--- config.mk ---
export PLATFORM = sky130hd
export DESIGN_NAME = robots_meta_directive_parser_top
export DESIGN_NICKNAME = d
export VERILOG_FILES = /design/src/rtl/rmdp_pkg.sv /design/src/rtl/robots_meta_directive_parser_top.sv /design/src/rtl/rmdp_front.sv /design/src/rtl/rmdp_queue.sv /design/src/rtl/rmdp_back.sv
export SDC_FILE = /design/constraint.sdc
export NUM_CORES = 1
export LEC_CHECK = 0
export BUFFER_PORTS_ARGS = -buffer_cell sky130_fd_sc_hd__clkbuf_2
export CORE_UTILIZATION = 45
export CTS_CLUSTER_SIZE = 16
export DETAILED_ROUTE_END_ITERATION = 7
export GPL_TIMING_DRIVEN = 0
export HOLD_SLACK_MARGIN = 0.06
export PLACE_DENSITY_LB_ADDON = 0.2
export RECOVER_POWER = 25
export SETUP_SLACK_MARGIN = 0.15
export SYNTH_ARGS = -nofsm -noshare
export SYNTH_HDL_FRONTEND = slang
export SYNTH_SLANG_ARGS = --single-unit
--- constraint.sdc ---
create_clock -name clk -period 6.5 [get_ports clk]
set_input_delay 0.65 -clock clk [delete_from_list [all_inputs] [get_ports clk]]
set_output_delay 0.65 -clock clk [all_outputs]
set_load 0.1 [all_outputs]
--- src/rtl/rmdp_pkg.sv ---
package rmdp_pkg;

  // Longest directive keyword, in characters
  localparam int KW_MAX   = 9;
  localparam int KW_COUNT = 10;

  // Flag set: five 2-bit codes, code i at bits 2i+1..2i
  localparam int FLAG_COUNT = 5;
  localparam int FLAG_W     = 2 * FLAG_COUNT;

  localparam logic [1:0] CODE_UNSET    = 2'd0;
  localparam logic [1:0] CODE_DISALLOW = 2'd1;
  localparam logic [1:0] CODE_ALLOW    = 2'd2;

  localparam int FLAG_INDEX   = 0;
  localparam int FLAG_FOLLOW  = 1;
  localparam int FLAG_ARCHIVE = 2;
  localparam int FLAG_DIR     = 3;
  localparam int FLAG_CATALOG = 4;

  // Delimiter bytes
  localparam logic [7:0] CH_SEMI  = 8'h3B;
  localparam logic [7:0] CH_COMMA = 8'h2C;
  localparam logic [7:0] CH_SPACE = 8'h20;
  localparam logic [7:0] CH_TAB   = 8'h09;
  localparam logic [7:0] CH_LF    = 8'h0A;
  localparam logic [7:0] CH_CR    = 8'h0D;
  localparam logic [7:0] CH_NUL   = 8'h00;
  localparam logic [7:0] CH_LOW_A = 8'h61;
  localparam logic [7:0] CH_LOW_Z = 8'h7A;
  localparam logic [7:0] CASE_GAP = 8'h20;

  // Classified token: which keyword the token matched, if any
  typedef enum logic [3:0] {
    KW_NOMATCH   = 4'd0,
    KW_ALL       = 4'd1,
    KW_NONE      = 4'd2,
    KW_INDEX     = 4'd3,
    KW_NOINDEX   = 4'd4,
    KW_FOLLOW    = 4'd5,
    KW_NOFOLLOW  = 4'd6,
    KW_ARCHIVE   = 4'd7,
    KW_NOARCHIVE = 4'd8,
    KW_NODIR     = 4'd9,
    KW_NOCAT     = 4'd10
  } kw_t;

  typedef struct packed {
    logic [7:0]        data_byte;
    logic              first_byte;
    logic              last_byte;
    logic              mode;
    logic [FLAG_W-1:0] robots_prior;
    logic [FLAG_W-1:0] engine_prior;
  } in_item_t;

  typedef struct packed {
    logic [FLAG_W-1:0] robots_flags;
    logic [FLAG_W-1:0] engine_flags;
  } out_item_t;

  // Word passed from the front end to the flag engine
  typedef struct packed {
    kw_t               kw;
    logic              first;
    logic              last;
    logic              mode;
    logic [FLAG_W-1:0] robots_prior;
    logic [FLAG_W-1:0] engine_prior;
  } q_entry_t;

  function automatic logic is_delim(input logic [7:0] b);
    return (b == CH_SEMI) || (b == CH_COMMA) || (b == CH_SPACE) || (b == CH_TAB) ||
           (b == CH_LF) || (b == CH_CR) || (b == CH_NUL);
  endfunction

  function automatic logic [7:0] to_upper(input logic [7:0] c);
    return ((c >= CH_LOW_A) && (c <= CH_LOW_Z)) ? (c - CASE_GAP) : c;
  endfunction

  // Keyword text, first character in the most significant used byte
  function automatic logic [8*KW_MAX-1:0] kw_text(input kw_t k);
    logic [8*KW_MAX-1:0] t;
    t = '0;
    case (k)
      KW_ALL:       t = 72'(24'h414C4C);
      KW_NONE:      t = 72'(32'h4E4F4E45);
      KW_INDEX:     t = 72'(40'h494E444558);
      KW_NOINDEX:   t = 72'(56'h4E4F494E444558);
      KW_FOLLOW:    t = 72'(48'h464F4C4C4F57);
      KW_NOFOLLOW:  t = 72'(64'h4E4F464F4C4C4F57);
      KW_ARCHIVE:   t = 72'(56'h41524348495645);
      KW_NOARCHIVE: t = 72'h4E4F41524348495645;
      KW_NODIR:     t = 72'(40'h4E4F4F4450);
      KW_NOCAT:     t = 72'(48'h4E4F59414341);
      default:      t = '0;
    endcase
    return t;
  endfunction

  function automatic logic [3:0] kw_len(input kw_t k);
    logic [3:0] n;
    case (k)
      KW_ALL:       n = 4'd3;
      KW_NONE:      n = 4'd4;
      KW_INDEX:     n = 4'd5;
      KW_NOINDEX:   n = 4'd7;
      KW_FOLLOW:    n = 4'd6;
      KW_NOFOLLOW:  n = 4'd8;
      KW_ARCHIVE:   n = 4'd7;
      KW_NOARCHIVE: n = 4'd9;
      KW_NODIR:     n = 4'd5;
      KW_NOCAT:     n = 4'd6;
      default:      n = 4'd0;
    endcase
    return n;
  endfunction

endpackage

--- src/rtl/robots_meta_directive_parser_top.sv ---
// Robots meta directive parser. Takes one byte of a robots or engine-specific meta value per
// word on the item channel (first_byte loads the prior flag sets, last_byte closes the value)
// and returns one result word with the merged robots and engine flag sets for each value.
// Throughput is one byte per clock unless the queue or the output register stalls: the front
// end classifies each token with a combinational parallel keyword compare, a two-entry queue
// decouples it from the flag engine, and the flag engine applies one directive per clock into
// a registered output. The result word passes through a queue slot and then the output
// register. Tokens longer than TOKEN_CHARS characters match nothing.
module robots_meta_directive_parser_top #(
  parameter int TOKEN_CHARS = 9
) (
  input  logic                clk,
  input  logic                rst,
  input  logic                item_valid,
  output logic                item_ready,
  input  rmdp_pkg::in_item_t  item,
  output logic                result_valid,
  input  logic                result_ready,
  output rmdp_pkg::out_item_t result
);

  logic               push_valid, push_ready;
  rmdp_pkg::q_entry_t push_entry;
  logic               pop_valid, pop_ready;
  rmdp_pkg::q_entry_t pop_entry;

  rmdp_front #(
    .TOKEN_CHARS(TOKEN_CHARS)
  ) u_front (
    .clk        (clk),
    .rst        (rst),
    .item_valid (item_valid),
    .item_ready (item_ready),
    .item       (item),
    .push_valid (push_valid),
    .push_ready (push_ready),
    .push_entry (push_entry)
  );

  rmdp_queue u_queue (
    .clk        (clk),
    .rst        (rst),
    .push_valid (push_valid),
    .push_ready (push_ready),
    .push_entry (push_entry),
    .pop_valid  (pop_valid),
    .pop_ready  (pop_ready),
    .pop_entry  (pop_entry)
  );

  rmdp_back u_back (
    .clk          (clk),
    .rst          (rst),
    .pop_valid    (pop_valid),
    .pop_ready    (pop_ready),
    .pop_entry    (pop_entry),
    .result_valid (result_valid),
    .result_ready (result_ready),
    .result       (result)
  );

endmodule

--- src/rtl/rmdp_front.sv ---
module rmdp_front #(
  parameter int TOKEN_CHARS = 9
) (
  input  logic                clk,
  input  logic                rst,
  input  logic                item_valid,
  output logic                item_ready,
  input  rmdp_pkg::in_item_t  item,
  output logic                push_valid,
  input  logic                push_ready,
  output rmdp_pkg::q_entry_t  push_entry
);

  localparam int LW = $clog2(TOKEN_CHARS + 1);
  localparam int IW = (TOKEN_CHARS > 1) ? $clog2(TOKEN_CHARS) : 1;

  logic [7:0]    token_chars [TOKEN_CHARS];
  logic [LW-1:0] token_length, token_length_next;
  logic          token_overflow, token_overflow_next;

  logic          accept;
  logic          delim;
  logic [LW-1:0] len0;
  logic          ovf0;
  logic          fits;
  logic [LW-1:0] end_len;
  logic          end_ovf;
  logic [7:0]    view [rmdp_pkg::KW_MAX];
  rmdp_pkg::kw_t kw_hit;

  assign accept     = item_valid && push_ready;
  assign item_ready = push_ready;
  assign push_valid = item_valid;

  // Token state as seen by this byte (a first byte starts clean)
  assign delim = rmdp_pkg::is_delim(item.data_byte);
  assign len0  = item.first_byte ? '0 : token_length;
  assign ovf0  = item.first_byte ? 1'b0 : token_overflow;
  assign fits  = (len0 < LW'(TOKEN_CHARS));

  // Length and overflow of the token that ends on this byte
  always_comb begin
    if (delim) begin
      end_len = len0;
      end_ovf = ovf0;
    end else if (fits) begin
      end_len = len0 + LW'(1);
      end_ovf = ovf0;
    end else begin
      end_len = len0;
      end_ovf = 1'b1;
    end
  end

  // Token characters with the current byte folded in
  always_comb begin
    for (int i = 0; i < rmdp_pkg::KW_MAX; i++) begin
      if (!delim && fits && (len0 == LW'(i))) view[i] = item.data_byte;
      else                                     view[i] = token_chars[i];
    end
  end

  // Parallel keyword compare; lowest code wins
  always_comb begin
    kw_hit = rmdp_pkg::KW_NOMATCH;
    for (int k = rmdp_pkg::KW_COUNT; k >= 1; k--) begin
      logic                          same;
      logic [3:0]                    n;
      logic [8*rmdp_pkg::KW_MAX-1:0] txt;
      n    = rmdp_pkg::kw_len(rmdp_pkg::kw_t'(k));
      txt  = rmdp_pkg::kw_text(rmdp_pkg::kw_t'(k));
      same = !end_ovf && (8'(end_len) == 8'(n));
      for (int i = 0; i < rmdp_pkg::KW_MAX; i++) begin
        if (i < int'(n)) begin
          if (rmdp_pkg::to_upper(view[i]) != txt[8*(int'(n)-1-i) +: 8]) same = 1'b0;
        end
      end
      if (same) kw_hit = rmdp_pkg::kw_t'(k);
    end
  end

  always_comb begin
    push_entry.kw           = (delim || item.last_byte) ? kw_hit : rmdp_pkg::KW_NOMATCH;
    push_entry.first        = item.first_byte;
    push_entry.last         = item.last_byte;
    push_entry.mode         = item.mode;
    push_entry.robots_prior = item.robots_prior;
    push_entry.engine_prior = item.engine_prior;
  end

  // Token bookkeeping
  always_comb begin
    if (delim || item.last_byte) begin
      token_length_next   = '0;
      token_overflow_next = 1'b0;
    end else begin
      token_length_next   = end_len;
      token_overflow_next = end_ovf;
    end
  end

  always_ff @(posedge clk) begin
    if (rst) begin
      token_length   <= '0;
      token_overflow <= 1'b0;
    end else if (accept) begin
      token_length   <= token_length_next;
      token_overflow <= token_overflow_next;
    end
  end

  always_ff @(posedge clk) begin
    if (accept && !delim && fits) token_chars[len0[IW-1:0]] <= item.data_byte;
  end

endmodule

--- src/rtl/rmdp_queue.sv ---
module rmdp_queue (
  input  logic               clk,
  input  logic               rst,
  input  logic               push_valid,
  output logic               push_ready,
  input  rmdp_pkg::q_entry_t push_entry,
  output logic               pop_valid,
  input  logic               pop_ready,
  output rmdp_pkg::q_entry_t pop_entry
);

  // Two-entry FIFO between the classifier and the flag engine
  rmdp_pkg::q_entry_t slots [2];
  logic               wr_ptr;
  logic               rd_ptr;
  logic [1:0]         count;
  logic               do_push;
  logic               do_pop;

  assign push_ready = (count != 2'd2);
  assign pop_valid  = (count != 2'd0);
  assign pop_entry  = slots[rd_ptr];
  assign do_push    = push_valid && push_ready;
  assign do_pop     = pop_valid && pop_ready;

  always_ff @(posedge clk) begin
    if (rst) begin
      wr_ptr <= 1'b0;
      rd_ptr <= 1'b0;
      count  <= 2'd0;
    end else begin
      if (do_push) wr_ptr <= ~wr_ptr;
      if (do_pop)  rd_ptr <= ~rd_ptr;
      case ({do_push, do_pop})
        2'b10:   count <= count + 2'd1;
        2'b01:   count <= count - 2'd1;
        default: count <= count;
      endcase
    end
  end

  always_ff @(posedge clk) begin
    if (do_push) slots[wr_ptr] <= push_entry;
  end

endmodule

--- src/rtl/rmdp_back.sv ---
module rmdp_back (
  input  logic                clk,
  input  logic                rst,
  input  logic                pop_valid,
  output logic                pop_ready,
  input  rmdp_pkg::q_entry_t  pop_entry,
  output logic                result_valid,
  input  logic                result_ready,
  output rmdp_pkg::out_item_t result
);

  localparam int FW = rmdp_pkg::FLAG_W;

  logic [FW-1:0] working_flags, working_flags_next;
  logic [FW-1:0] other_flags, other_flags_next;
  logic          value_mode, value_mode_next;

  logic          do_pop;
  logic [FW-1:0] w_cur, o_cur, w_upd, merged;
  logic [FW-1:0] rob_out, eng_out;

  function automatic logic [FW-1:0] set_allow(input logic [FW-1:0] f, input int i);
    logic [FW-1:0] r;
    r = f;
    r[2*i +: 2] = rmdp_pkg::CODE_ALLOW;
    return r;
  endfunction

  function automatic logic [FW-1:0] set_deny(input logic [FW-1:0] f, input int i);
    logic [FW-1:0] r;
    r = f;
    if (f[2*i +: 2] != rmdp_pkg::CODE_ALLOW) r[2*i +: 2] = rmdp_pkg::CODE_DISALLOW;
    return r;
  endfunction

  // Engine codes that are set override the robots codes
  function automatic logic [FW-1:0] merge(input logic [FW-1:0] rob, input logic [FW-1:0] eng);
    logic [FW-1:0] r;
    r = rob;
    for (int i = 0; i < rmdp_pkg::FLAG_COUNT; i++) begin
      if (eng[2*i +: 2] != rmdp_pkg::CODE_UNSET) r[2*i +: 2] = eng[2*i +: 2];
    end
    return r;
  endfunction

  // A last-byte word needs room in the output register
  assign pop_ready = !pop_entry.last || !result_valid || result_ready;
  assign do_pop    = pop_valid && pop_ready;

  // Load priors on a first byte, else continue from held sets
  always_comb begin
    if (pop_entry.first) begin
      value_mode_next = pop_entry.mode;
      w_cur = pop_entry.mode ? pop_entry.engine_prior : pop_entry.robots_prior;
      o_cur = pop_entry.mode ? pop_entry.robots_prior : pop_entry.engine_prior;
    end else begin
      value_mode_next = value_mode;
      w_cur = working_flags;
      o_cur = other_flags;
    end
  end

  // Directive effect on the working set
  always_comb begin
    case (pop_entry.kw)
      rmdp_pkg::KW_ALL:
        w_upd = set_allow(set_allow(w_cur, rmdp_pkg::FLAG_INDEX), rmdp_pkg::FLAG_FOLLOW);
      rmdp_pkg::KW_NONE:
        w_upd = set_deny(set_deny(w_cur, rmdp_pkg::FLAG_INDEX), rmdp_pkg::FLAG_FOLLOW);
      rmdp_pkg::KW_INDEX:     w_upd = set_allow(w_cur, rmdp_pkg::FLAG_INDEX);
      rmdp_pkg::KW_NOINDEX:   w_upd = set_deny(w_cur, rmdp_pkg::FLAG_INDEX);
      rmdp_pkg::KW_FOLLOW:    w_upd = set_allow(w_cur, rmdp_pkg::FLAG_FOLLOW);
      rmdp_pkg::KW_NOFOLLOW:  w_upd = set_deny(w_cur, rmdp_pkg::FLAG_FOLLOW);
      rmdp_pkg::KW_ARCHIVE:   w_upd = set_allow(w_cur, rmdp_pkg::FLAG_ARCHIVE);
      rmdp_pkg::KW_NOARCHIVE: w_upd = set_deny(w_cur, rmdp_pkg::FLAG_ARCHIVE);
      rmdp_pkg::KW_NODIR:     w_upd = set_deny(w_cur, rmdp_pkg::FLAG_DIR);
      rmdp_pkg::KW_NOCAT:     w_upd = set_deny(w_cur, rmdp_pkg::FLAG_CATALOG);
      default:                w_upd = w_cur;
    endcase
  end

  // End of value: merge and write back
  always_comb begin
    merged  = value_mode_next ? merge(o_cur, w_upd) : merge(w_upd, o_cur);
    rob_out = merged;
    eng_out = value_mode_next ? w_upd : o_cur;
    if (pop_entry.last) begin
      working_flags_next = value_mode_next ? w_upd : merged;
      other_flags_next   = value_mode_next ? merged : o_cur;
    end else begin
      working_flags_next = w_upd;
      other_flags_next   = o_cur;
    end
  end

  always_ff @(posedge clk) begin
    if (rst) begin
      working_flags <= '0;
      other_flags   <= '0;
      value_mode    <= 1'b0;
    end else if (do_pop) begin
      working_flags <= working_flags_next;
      other_flags   <= other_flags_next;
      value_mode    <= value_mode_next;
    end
  end

  // Output register
  always_ff @(posedge clk) begin
    if (rst) begin
      result_valid <= 1'b0;
    end else if (do_pop && pop_entry.last) begin
      result_valid <= 1'b1;
    end else if (result_ready) begin
      result_valid <= 1'b0;
    end
  end

  always_ff @(posedge clk) begin
    if (do_pop && pop_entry.last) begin
      result.robots_flags <= rob_out;
      result.engine_flags <= eng_out;
    end
  end

endmodule

# Word-level counts from Yosys, hierarchy flattened
# Memory sizes are Yosys's and may differ from the RTL's. A register that Yosys moved wholly into a read port is not among the register bits.
# Index checks and enable logic that the tools add are counted.
[totals]
input_bits = 35
ramBits = 126
register_bits = 51
n_memories = 2
out_inout_bits = 22
wordCells = 322
[classes]
muxes = 133
add_sub_neg = 12
n_reduce_logical = 59
order_cmp = 19
bitwise = 2
eq_ne = 84
[mem_list]
columns = ["memory", "words", "word_bits", "rd", "rd_clocked_by_memory_dff", "write_ports", "line_no", "rtl"]
rows = [
  ["u_front.token_chars", 9, 8, 9, 0, 1, "rmdp_front.sv:17", "logic [7:0] token_chars [TOKEN_CHARS];"],
  ["u_queue.slots", 2, 27, 1, 1, 1, "rmdp_queue.sv:13", "rmdp_pkg::q_entry_t slots [2];"],
]
[op_table]
columns = ["op", "count"]
rows = [
  ["8-bit by 7-bit != test with 1-bit output, second input constant", 45],
  ["8-bit two-way mux", 18],
  ["10-bit two-way mux", 10],
  ["10-bit one-hot mux with 10 select lines", 1],
  ["1-bit two-way mux", 73],
  ["8-bit by 7-bit >= comparator with 1-bit output, second input constant", 9],
  ["8-bit by 7-bit <= comparator with 1-bit output, second input constant", 9],
  ["8-bit by 6-bit subtractor with 8-bit output, second input constant", 9],
  ["4-bit two-way mux", 15],
  ["4-bit by 3-bit equality test with 1-bit output, second input constant", 12],
  ["1-bit logical AND", 31],
  ["2-bit two-way mux", 15],
  ["2-bit nonzero test", 13],
  ["4-bit equality test, second input constant", 6],
  ["8-bit by 4-bit equality test with 1-bit output, second input constant", 3],
  ["8-bit by 6-bit equality test with 1-bit output, second input constant", 3],
  ["4-bit by 2-bit equality test with 1-bit output, second input constant", 5],
  ["2-bit != test, second input constant", 6],
  ["1-bit logical OR", 9],
  ["4-bit by 1-bit equality test with 1-bit output, second input constant", 2],
  ["8-bit logical NOT", 1],
  ["4-bit by 1-bit adder with 4-bit output, second input constant", 1],
  ["1-bit logical NOT", 4],
  ["4-bit logical NOT", 1],
  ["other kinds (7)", 8],
]

# Longest topological paths before layout
# Gate-level depths: netlist of run 1.
[depth]
ltp_word = 33
depth_mapped = 19
mapped_depth_nobuf = 18

# Hierarchy
# Synthesis of run 1 repeated with hierarchy kept, for this count alone.
[unflattened]
cells_unflattened = 996
hier_area_um2 = 10391.2
[by_module_without_submodules]
columns = ["module", "n_inst", "cells_each", "seq_area_each_um2", "area_each_um2"]
rows = [
  ["rmdp_front", 1, 587, 2262.2, 5542.8],
  ["rmdp_back", 1, 301, 1041.0, 2685.1],
  ["rmdp_queue", 1, 108, 1721.7, 2163.3],
]

# Least setup slack after synthesis of run 1
# No wires, ideal clock.
[synth_path]
path_kind = "input to register"
startpoint = "input port item[22] in the netlist's numbering"
endpoint = "memory u_queue.slots[0][25] in the netlist's numbering (data pin)"
t_arrival_ns = 4.530
slack_ns = 1.694
path_stages = 16
required_ns = 6.223
n_path_buf = 2
setup_time_ns = 0.277
path_cell_list = "buf_2 > nor2b_1 > ha_1 > nand2_1 > a41oi_2 > clkbuf_1 > mux2i_1 > ha_1 > a211o_1 > a211oi_1 > o21ai_0 > a221oi_1 > nand3_1 > or4_1 > o21ai_0 > a211oi_1"
[synth_lines]
columns = ["item", "line_no", "rtl"]
rows = [
  ["start: declaration", "robots_meta_directive_parser_top.sv:16", "input rmdp_pkg::in_item_t item,"],
  ["end: declaration", "rmdp_queue.sv:13", ""],
]

==> results.yml, run 1 <==
placement:
  dp_worst_setup_slack_ps: 138
  place.gp.congestion: 1.04
  dp_cells: 1305
  hpwl_um: 23100
  numPortBuffers: 56
drt:
  viasPerCell: 6.33
  drc: 0
  first_pass_iters: 5
  drtAntennaViolNets: 0
  totalWireLength_um: 31000
  route.vias.total: 8468
  wl_per_cell_um: 23.2
  initialDrtViolationCount: 885
power:
  netSwitchingFraction: 0.413
  clkPwrFrac: 0.248
  peakVddDrop_uv: 178
  power_frac_comb: 0.390
  p_seq_frac: 0.362
  power_leakage_uw: 0.00382
  power.net_switching_uw: 1750
  finalPower_uw: 4250
  p_per_area_nw_per_um2: 380
  p_int_uw: 2500
setup_path:
  required_ps: 6660
  cp_cell_sequence: "clkbuf_1 -> buf_2 -> o21bai_1 -> clkbuf_1 -> nand2_1 -> a41oi_4 -> clkbuf_1 -> mux2i_1 -> ha_1 -> a211o_1 -> a211oi_1 -> o21ai_0 -> a221oi_1 -> nand3_1 -> or4_1 -> o21ai_0 -> a211oi_1"
  worstRegToRegCells: 16
  r2r_end: "u_queue.slots[1][25]$_DFFE_PP_"
  crit_path_start_kind: "input port"
  slowest_delay_ps: 700
  r2r_setup_slack_ps: 520
  worstReg2RegStart: "u_front.token_length[3]$_SDFFE_PP0P_"
  crit_fanout: 10
  cp.arrival_ps: 6280
  cpMostUsedCell: "clkbuf_1"
  slowest_stage: "a221oi_1"
  cp-endpoint: "u_queue.slots[1][25]$_DFFE_PP_"
  end_kind: "register"
  critPathKind: "input port to register"
  crit_start: "item[22]"
timing:
  fin_ws_ps: 375
  fmax_ghz: 0.163
  finalCritPeriodShare: 0.942
  finalSetupViolCount: 0
  slew_headroom: 0.125
  finalWorstPathRequiredPeriod_ps: 6120
  rsz0062_at_grt: "false"
  worst_pin_slew_ps: 1300
  holdWs_ps: 404
  fin_setup_tns_ps: 0
  hold_viol: 0
  slew_viol_final: 0
  fin_worst_skew_ps: 12.1
clocking:
  clk_latency_ps: 440
  cts_setup_buffers: 0
  clkTransAtPathRegs_ps: 70
  cts_tree: "done"
  numCtsBuffers: 17
  ctsRootBufferMaster: "clkbuf_16"
  htreeDepth: 4
  holdBufCountCts: 0
  cts.sink_count: 178
  cts_buffer_depth: 2
  cts_resized: 0
flow_run:
  maxCapViolations: 0
yosys:
  synth_compound_area_frac: 0.163
  ys_async_sr_fraction: 0
  synth_top_family_by_area: "simple AND/OR/NAND/NOR gates"
  synth-simple-area-share: 0.189
  synthMuxAreaShare: 0.0922
  yosys.area.top_type_share: 0.443
  syn_avg_cell_area_um2: 10.2
  ys_warn_count: 0
  synth_fa_ha_area_frac: 0.0189
  ys_top_cells_by_count: "edfxtp_1, nor2_1, nand2_1"
  synth.most_common_cell: "edfxtp_1"
  ys.flop_type: "edfxtp_1"
  synth_top_cell_by_area: "edfxtp_1"
  ys_ff_latch: 178
  ys_seq_area_frac: 0.507
  syn-num-nets: 1022
  synth_area_leaders: "edfxtp_1, dfxtp_1, mux2i_1"
  synth_edf_count: 146
  netlist-cell-type-count: 74
  synthXorXnorAreaFrac: 0.00354
  syn_inst: 972
  synth_area_um2: 9910
global_routing:
  grt_pass1_vias: 8216
  grt_pass1_wl_um: 47200
  grt.overflow.total: 0
  antenna_found_initial: 0
  grt_use_total: 0.282
  grt_max_degree: 21
finish:
  drive_gt1_frac: 0.107
  multiInputGateArea_um2: 4640
  fillCellCount: 1946
  layout.nets: 1099
  area_growth_pct: 12.8
  diodes: 0
  layoutNonFillerInstCount: 1337
  regArea_um2: 5020
worst_hold_path:
  hp-class: "input port to register"
floorplan:
  rows: 53
  start_util: 0.465
  fp.dieH_um: 150
  die-area_um2: 22600
  core_um2: 21300
  ioPinCount: 57
  die_w_um: 150
run_status:
  outcome: "finished clean"
## flip-flops by register name (all words and copies together), names as in the netlist, named ones only
name and count:
u_back.other_flags 10, u_back.result 20, u_back.result_valid 1, u_back.value_mode 1
u_back.working_flags 10, u_front.token_chars 72, u_front.token_length 4, u_front.token_overflow 1
u_queue.count 2, u_queue.rd_ptr 1, u_queue.slots 54, u_queue.wr_ptr 1
## through the flow
step / instance area, µm² / utilization
final: 11200 / 0.525
after floorplan: 9910 / -
after global routing: 11200 / 0.525
after detailed placement: 10600 / 0.498
after global placement: 10500 / 0.495
after CTS: 11200 / 0.525
## critical path, delay by kind of cell
| family | cells | cell delay, ps |
|---|---|---|
| adders and majority gates | 1 | 270 |
| AOI/OAI and AO/OA | 8 | 2660 |
| buffers and inverters | 4 | 1320 |
| muxes | 1 | 250 |
| and+or+nand+nor | 3 | 1110 |
## power groups by stage
stage          clock network [µW]  registers, µW  logic [µW]
4_1_cts                      1060           1540        1650
3_3_place_gp                    0           1560        1600
3_5_place_dp                    0           1560        1640
2_1_floorplan                   0           1890         888
6_report                     1050           1540        1660
5_1_grt                      1110           1560        1790
## layout make-up
class | count | share of cell area
Sequential cell | 178 | 0.450
Multi-Input combinational cell | 727 | 0.415
Clock buffer | 20 | 0.0400
Tap cell | 275 | 0.0308
Timing Repair Buffer | 58 | 0.0279
Buffer | 47 | 0.0168
Clock inverter | 12 | 0.0132
Inverter | 20 | 0.00672
## cells by family (layout without fill, tap and decap cells)
family / Yosys count / count (layout)
simple gates: 377 / 377
buf+inv: 67 / 157
mux: 86 / 86
compound gates: 245 / 245
xor+xnor: 4 / 4
flops: 178 / 178
fa+ha+maj: 15 / 15
## worst min path at each step
stage / startpoint / slack (ps) / endpoint / cells past startpoint
after floorplan: u_back.value_mode$_SDFFE_PP0P_ / 450 / u_back.value_mode$_SDFFE_PP0P_ / 2
after global placement: u_back.value_mode$_SDFFE_PP0P_ / 450 / u_back.value_mode$_SDFFE_PP0P_ / 2
after detailed placement: u_back.value_mode$_SDFFE_PP0P_ / 460 / u_back.value_mode$_SDFFE_PP0P_ / 2
after CTS: item[14] / 390 / u_queue.slots[0][14]$_DFFE_PP_ / 1
after global routing: item[1] / 390 / u_queue.slots[1][1]$_DFFE_PP_ / 1
final: item[11] / 400 / u_queue.slots[1][11]$_DFFE_PP_ / 1
## placed cells by master (no fill, tap or decap), types with 6 or more instances in the layout
| master | count |
|---|---|
| clkbuf_1 | 57 |
| a41oi_1 | 6 |
| a2111oi_0 | 6 |
| nor2_1 | 128 |
| nand2b_1 | 11 |
| edfxtp_1 | 146 |
| nor3_1 | 40 |
| clkbuf_2 | 37 |
| a211oi_1 | 14 |
| o31ai_1 | 6 |
| o21ai_0 | 56 |
| ha_1 | 15 |
| or4_1 | 9 |
| inv_1 | 19 |
| mux2_2 | 21 |
| o22ai_1 | 10 |
| or3_1 | 6 |
| a21oi_1 | 69 |
| buf_2 | 6 |
| nand4b_1 | 6 |
| a22oi_1 | 7 |
| nor3b_1 | 6 |
| dfxtp_1 | 32 |
| nand2_1 | 75 |
| nor2b_1 | 17 |
| a31oi_1 | 12 |
| o21bai_1 | 7 |
| clkbuf_16 | 17 |
| o21a_1 | 6 |
| nand4_1 | 20 |
| nand3_1 | 21 |
| mux2i_1 | 62 |
## metal layers
layer	wire [µm]	global-route usage	share of wire	up-vias
met3	1690	0.0400	0.054	69
met5	0	0	0	-
met2	15800	0.500	0.51	344
li1	-	-	-	3872
met1	12300	0.339	0.40	4183
met4	1170	0.123	0.038	0
Power figures use the tool's default switching activity.
==> inputs of run 2 (changes only) <==
- PLACE_DENSITY_LB_ADDON: 0.2 -> 0.1
==> run 2 against run 1 <==
- sequential cell count is the same
- total power shrank 0.74%
- clock power is essentially flat
- hold slack lost 6.6 ps
- critical path depth is the same
- largest power group unchanged
==> results.yml, run 2 (synthesis gave the netlist of run 1 again) <==
placement:
  dp_worst_setup_slack_ps: 250
  dp_cells: 1304
  post_dp_cell_area_um2: 10600
  numPortBuffers: 56
  hpwl_um: 23200
  place.gp.congestion: 1.01
timing:
  finalSetupViolCount: 0
  fmax_ghz: 0.164
  slew_viol_final: 0
  finalCritPeriodShare: 0.935
  worst_pin_slew_ps: 1360
  fin_worst_skew_ps: 15.3
  holdWs_ps: 397
  rsz0062_at_grt: "false"
  hold_viol: 0
  finalWorstPathRequiredPeriod_ps: 6080
  slew_headroom: 0.0867
  fin_setup_tns_ps: 0
  fin_ws_ps: 420
worst_hold_path:
  whs_path_depth: 1
  hp-class: "input port to register"
  hp-start: "item[16]"
setup_path:
  worstRegToRegCells: 16
  slowest_delay_ps: 650
  slowest_stage: "a221oi_1"
  cp.arrival_ps: 6240
  required_ps: 6660
  cpMostUsedCell: "clkbuf_1"
  end_kind: "register"
  crit_path_start_kind: "input port"
  worstReg2RegStart: "u_front.token_length[3]$_SDFFE_PP0P_"
  crit_fanout: 10
  cp_cell_sequence: "clkbuf_1 -> buf_2 -> o21bai_1 -> clkbuf_1 -> nand2_1 -> a41oi_2 -> clkbuf_1 -> mux2i_1 -> ha_1 -> a211o_1 -> a211oi_1 -> o21ai_0 -> a221oi_1 -> nand3_1 -> or4_1 -> o21ai_0 -> a211oi_1"
  crit_start: "item[22]"
  critPathKind: "input port to register"
finish:
  final_cell_area_um2: 11100
  final_cell_mix: "edfxtp_1, nor2_1, nand2_1, a21oi_1, mux2i_1"
  final_common_cell: "edfxtp_1"
  diodes: 0
  largest_reg_flops: 72
  fillCellCount: 1940
  layout.nets: 1098
  drive_gt1_frac: 0.107
  area_growth_pct: 12.2
  layoutNonFillerInstCount: 1336
drt:
  drtAntennaViolNets: 0
  first_pass_iters: 5
  totalWireLength_um: 31500
  wl_per_cell_um: 23.6
  route.vias.total: 8379
  initialDrtViolationCount: 757
  viasPerCell: 6.27
  drc: 0
power:
  peakVddDrop_uv: 173
  p_per_area_nw_per_um2: 379
  power_leakage_uw: 0.00380
clocking:
  clkTransAtPathRegs_ps: 70
  cts.sink_count: 178
  ctsRootBufferMaster: "clkbuf_16"
  holdBufCountCts: 0
  cts_resized: 0
  cts_buffer_depth: 2
  htreeDepth: 4
  cts_setup_buffers: 0
  numCtsBuffers: 17
  clk_latency_ps: 440
  cts_tree: "done"
global_routing:
  antenna_found_initial: 0
  grt_pass1_vias: 8079
  grt.overflow.total: 0
  grt_use_total: 0.288
  grt_max_degree: 29
  grt_pass1_wl_um: 47400
flow_run:
  maxCapViolations: 0
floorplan:
  die-area_um2: 22600
  die_w_um: 150
  ioPinCount: 57
  core_um2: 21300
  fp.dieH_um: 150
  rows: 53
  start_util: 0.465
run_status:
  outcome: "finished clean"
==> run 2: changes by cell type in the layout (fill, tap and decap cells not counted), sizes merged <==
cell / previous run / this run
clkbuf: 112 / 110
inv: 25 / 27
buf: 13 / 12
bufinv: 2 / 1
clkinv: 4 / 5
==> run 2: area by class of cell <==
| cell class | instances | area, µm² | area share |
|---|---|---|---|
| Inverter | 20 | 75.1 | 0.00675 |
| Clock inverter | 14 | 144 | 0.0129 |
| Multi-Input combinational cell | 727 | 4630 | 0.416 |
| Timing Repair Buffer | 57 | 285 | 0.0257 |
| Buffer | 47 | 188 | 0.0169 |
| Sequential cell | 178 | 5020 | 0.452 |
| Tap cell | 275 | 344 | 0.0309 |
| Clock buffer | 18 | 429 | 0.0386 |
==> run 2: path summary, 6_finish.rpt <==
kind,endpoint,slack [ps]
worst min-delay path,u_queue.slots[1][16]$_DFFE_PP_,400
worst max register to register,u_queue.slots[1][25]$_DFFE_PP_,500
worst min register to register,u_back.value_mode$_SDFFE_PP0P_,480
worst max-delay path,u_queue.slots[1][25]$_DFFE_PP_,420
==> run 2: worst max-delay path: cells and delay by family <==
family | cells | cell delay, ps
mux | 1 | 250
simple gates | 3 | 1080
buf+inv | 4 | 1260
compound gates | 8 | 2700
fa+ha+maj | 1 | 270
==> run 2: layer usage <==
| layer | vias to the layer above | global-route usage | wire, µm |
|---|---|---|---|
| met5 | - | 0 | 0 |
| met4 | 0 | 0.153 | 1500 |
| met3 | 75 | 0.0406 | 1620 |
| met2 | 343 | 0.494 | 15500 |
| met1 | 4073 | 0.349 | 12900 |
| li1 | 3888 | - | - |
==> run 2: power breakdown <==
group / switching [µW] / internal (µW) / total (µW)
Sequential: 69.1 / 1470 / 1530
Combinational: 1220 / 435 / 1650
Clock: 489 / 542 / 1030
Total: 1780 / 2440 / 4220
==> run 2: stage by stage <==
step	utilization	power (µW)
2_1_floorplan	-	2780
3_3_place_gp	0.495	3190
3_5_place_dp	0.497	3200
4_1_cts	0.523	4220
5_1_grt	0.522	4430
6_report	0.522	4220
==> inputs of run 3 (changes only) <==
- PLACE_DENSITY: default -> 0.68
- PLACE_DENSITY_LB_ADDON: 0.1 -> default
==> run 3 against run 2 <==
- cell count about the same
- global-route usage down 1.7 points
- critical endpoint is now u_queue.slots[1][23]$_DFFE_PP_
- critical path type unchanged
- maximum frequency about the same
- design area down 0.11%
==> results.yml, run 3 (synthesis gave the netlist of run 1 again) <==
run_status:
  outcome: "finished clean"
placement:
  place.gp.congestion: 1.02
  numPortBuffers: 56
  hpwl_um: 22200
worst_hold_path:
  hp-start: "item[6]"
  hp-class: "input port to register"
clocking:
  cts_buffer_depth: 2
  holdBufCountCts: 0
  ctsRootBufferMaster: "clkbuf_16"
  clk_latency_ps: 440
  cts_setup_buffers: 0
  clkTransAtPathRegs_ps: 70
  cts.sink_count: 178
  cts_tree: "done"
  htreeDepth: 4
  cts_resized: 0
  numCtsBuffers: 17
global_routing:
  antenna_found_initial: 0
  grt.overflow.total: 0
  grt_use_total: 0.271
  grt_pass1_wl_um: 44700
  grt_pass1_vias: 8151
  grt_max_degree: 21
setup_path:
  critPathBufInv: 3
  end_kind: "register"
  slowest_delay_ps: 790
  critPathKind: "input port to register"
  cp.arrival_ps: 6300
  required_ps: 6720
  cpMostUsedCell: "clkbuf_1"
  cp_cell_sequence: "clkbuf_2 -> clkbuf_1 -> nand3b_1 -> a21o_1 -> clkbuf_1 -> nand4_1 -> nand2_1 -> mux2i_1 -> ha_1 -> a2111oi_0 -> o22ai_1 -> a222oi_1 -> nand4b_1 -> nor4_1 -> a21oi_1 -> a41oi_1"
  crit_path_start_kind: "input port"
  crit_start: "item[25]"
  slowest_stage: "a222oi_1"
  worstReg2RegStart: "u_front.token_length[3]$_SDFFE_PP0P_"
  crit_fanout: 10
  cp_top_family: "simple AND/OR/NAND/NOR gates"
drt:
  first_pass_iters: 6
  viasPerCell: 6.24
  wl_met3_um: 2100
  drtAntennaViolNets: 0
  met1Wirelength_um: 11800
  drc: 0
  route.top_layer_used: "met4"
  initialDrtViolationCount: 795
  met2_length_um: 14300
  route.vias.total: 8340
  totalWireLength_um: 29700
  wl_per_cell_um: 22.2
power:
  power_frac_comb: 0.394
  netSwitchingFraction: 0.420
  peakVddDrop_uv: 175
  p_int_uw: 2410
  p_seq_frac: 0.370
  p_per_area_nw_per_um2: 373
  power_leakage_uw: 0.00378
  power.net_switching_uw: 1740
  clkPwrFrac: 0.236
  finalPower_uw: 4150
floorplan:
  start_util: 0.465
  die-area_um2: 22600
  core_um2: 21300
  die_w_um: 150
  rows: 53
  fp.dieH_um: 150
  ioPinCount: 57
timing:
  hold_viol: 0
  rsz0062_at_grt: "false"
  finalSetupViolCount: 0
  worst_pin_slew_ps: 1390
  fin_worst_skew_ps: 10.2
  holdWs_ps: 396
  fin_setup_tns_ps: 0
  slew_headroom: 0.0684
  finalWorstPathRequiredPeriod_ps: 6080
  slew_viol_final: 0
  finalCritPeriodShare: 0.936
  fmax_ghz: 0.164
flow_run:
  maxCapViolations: 0
finish:
  area_growth_pct: 12.1
  final_common_cell: "edfxtp_1"
  fillCellCount: 1952
  largest_reg_flops: 72
  diodes: 0
  drive_gt1_frac: 0.105
  layout.nets: 1099
  final_cell_mix: "edfxtp_1, nor2_1, nand2_1, a21oi_1, mux2i_1"
==> run 3: changes by cell type in the layout (fill, tap and decap cells not counted), sizes merged <==
cell / change
buf: +1
bufinv: -1
clkinv: +1
clkinvlp: +1
inv: -1
==> run 3: power by group through the flow <==
stage               registers, µW  clock network (µW)  logic, µW
global placement             1560                   0       1590
global route                 1550                1030       1760
CTS                          1540                 986       1630
finish                       1540                 980       1630
detailed placement           1560                   0       1620
floorplan                    1890                   0        888
==> run 3: path summary, 6_finish.rpt <==
check	slack, ps	cells after the start	end
hold / removal	400	1	u_queue.slots[0][6]$_DFFE_PP_
setup / recovery	420	16	u_queue.slots[1][23]$_DFFE_PP_
setup reg to reg	680	16	u_queue.slots[1][23]$_DFFE_PP_
hold reg to reg	470	2	u_back.value_mode$_SDFFE_PP0P_
==> run 3: through the flow <==
step | setup WS [ps] | area (µm²) | util | std cells
2_1_floorplan | 1690 | 9910 | - | 972
3_3_place_gp | 364 | 10500 | 0.495 | 1303
3_5_place_dp | 380 | 10600 | 0.497 | 1305
4_1_cts | 815 | 11100 | 0.523 | 1337
5_1_grt | 249 | 11100 | 0.522 | 1337
6_report | 418 | 11100 | 0.522 | 1337
==> run 3: layer usage <==
layer  track usage  up-vias
met5             0        -
met4         0.144        0
met3        0.0527       86
met2         0.462      386
met1         0.321     3993
li1              -     3875
==> run 3: final cells by class <==
cell class	count	area, µm²	share of cell area
repair buffers	58	295	0.0266
well taps	275	344	0.0310
plain buffers	47	188	0.0169
inverters	20	75.1	0.00676
multi-input cells	727	4620	0.416
clock buffers	18	429	0.0386
clock inverters	14	126	0.0114
flip-flops and latches	178	5020	0.452
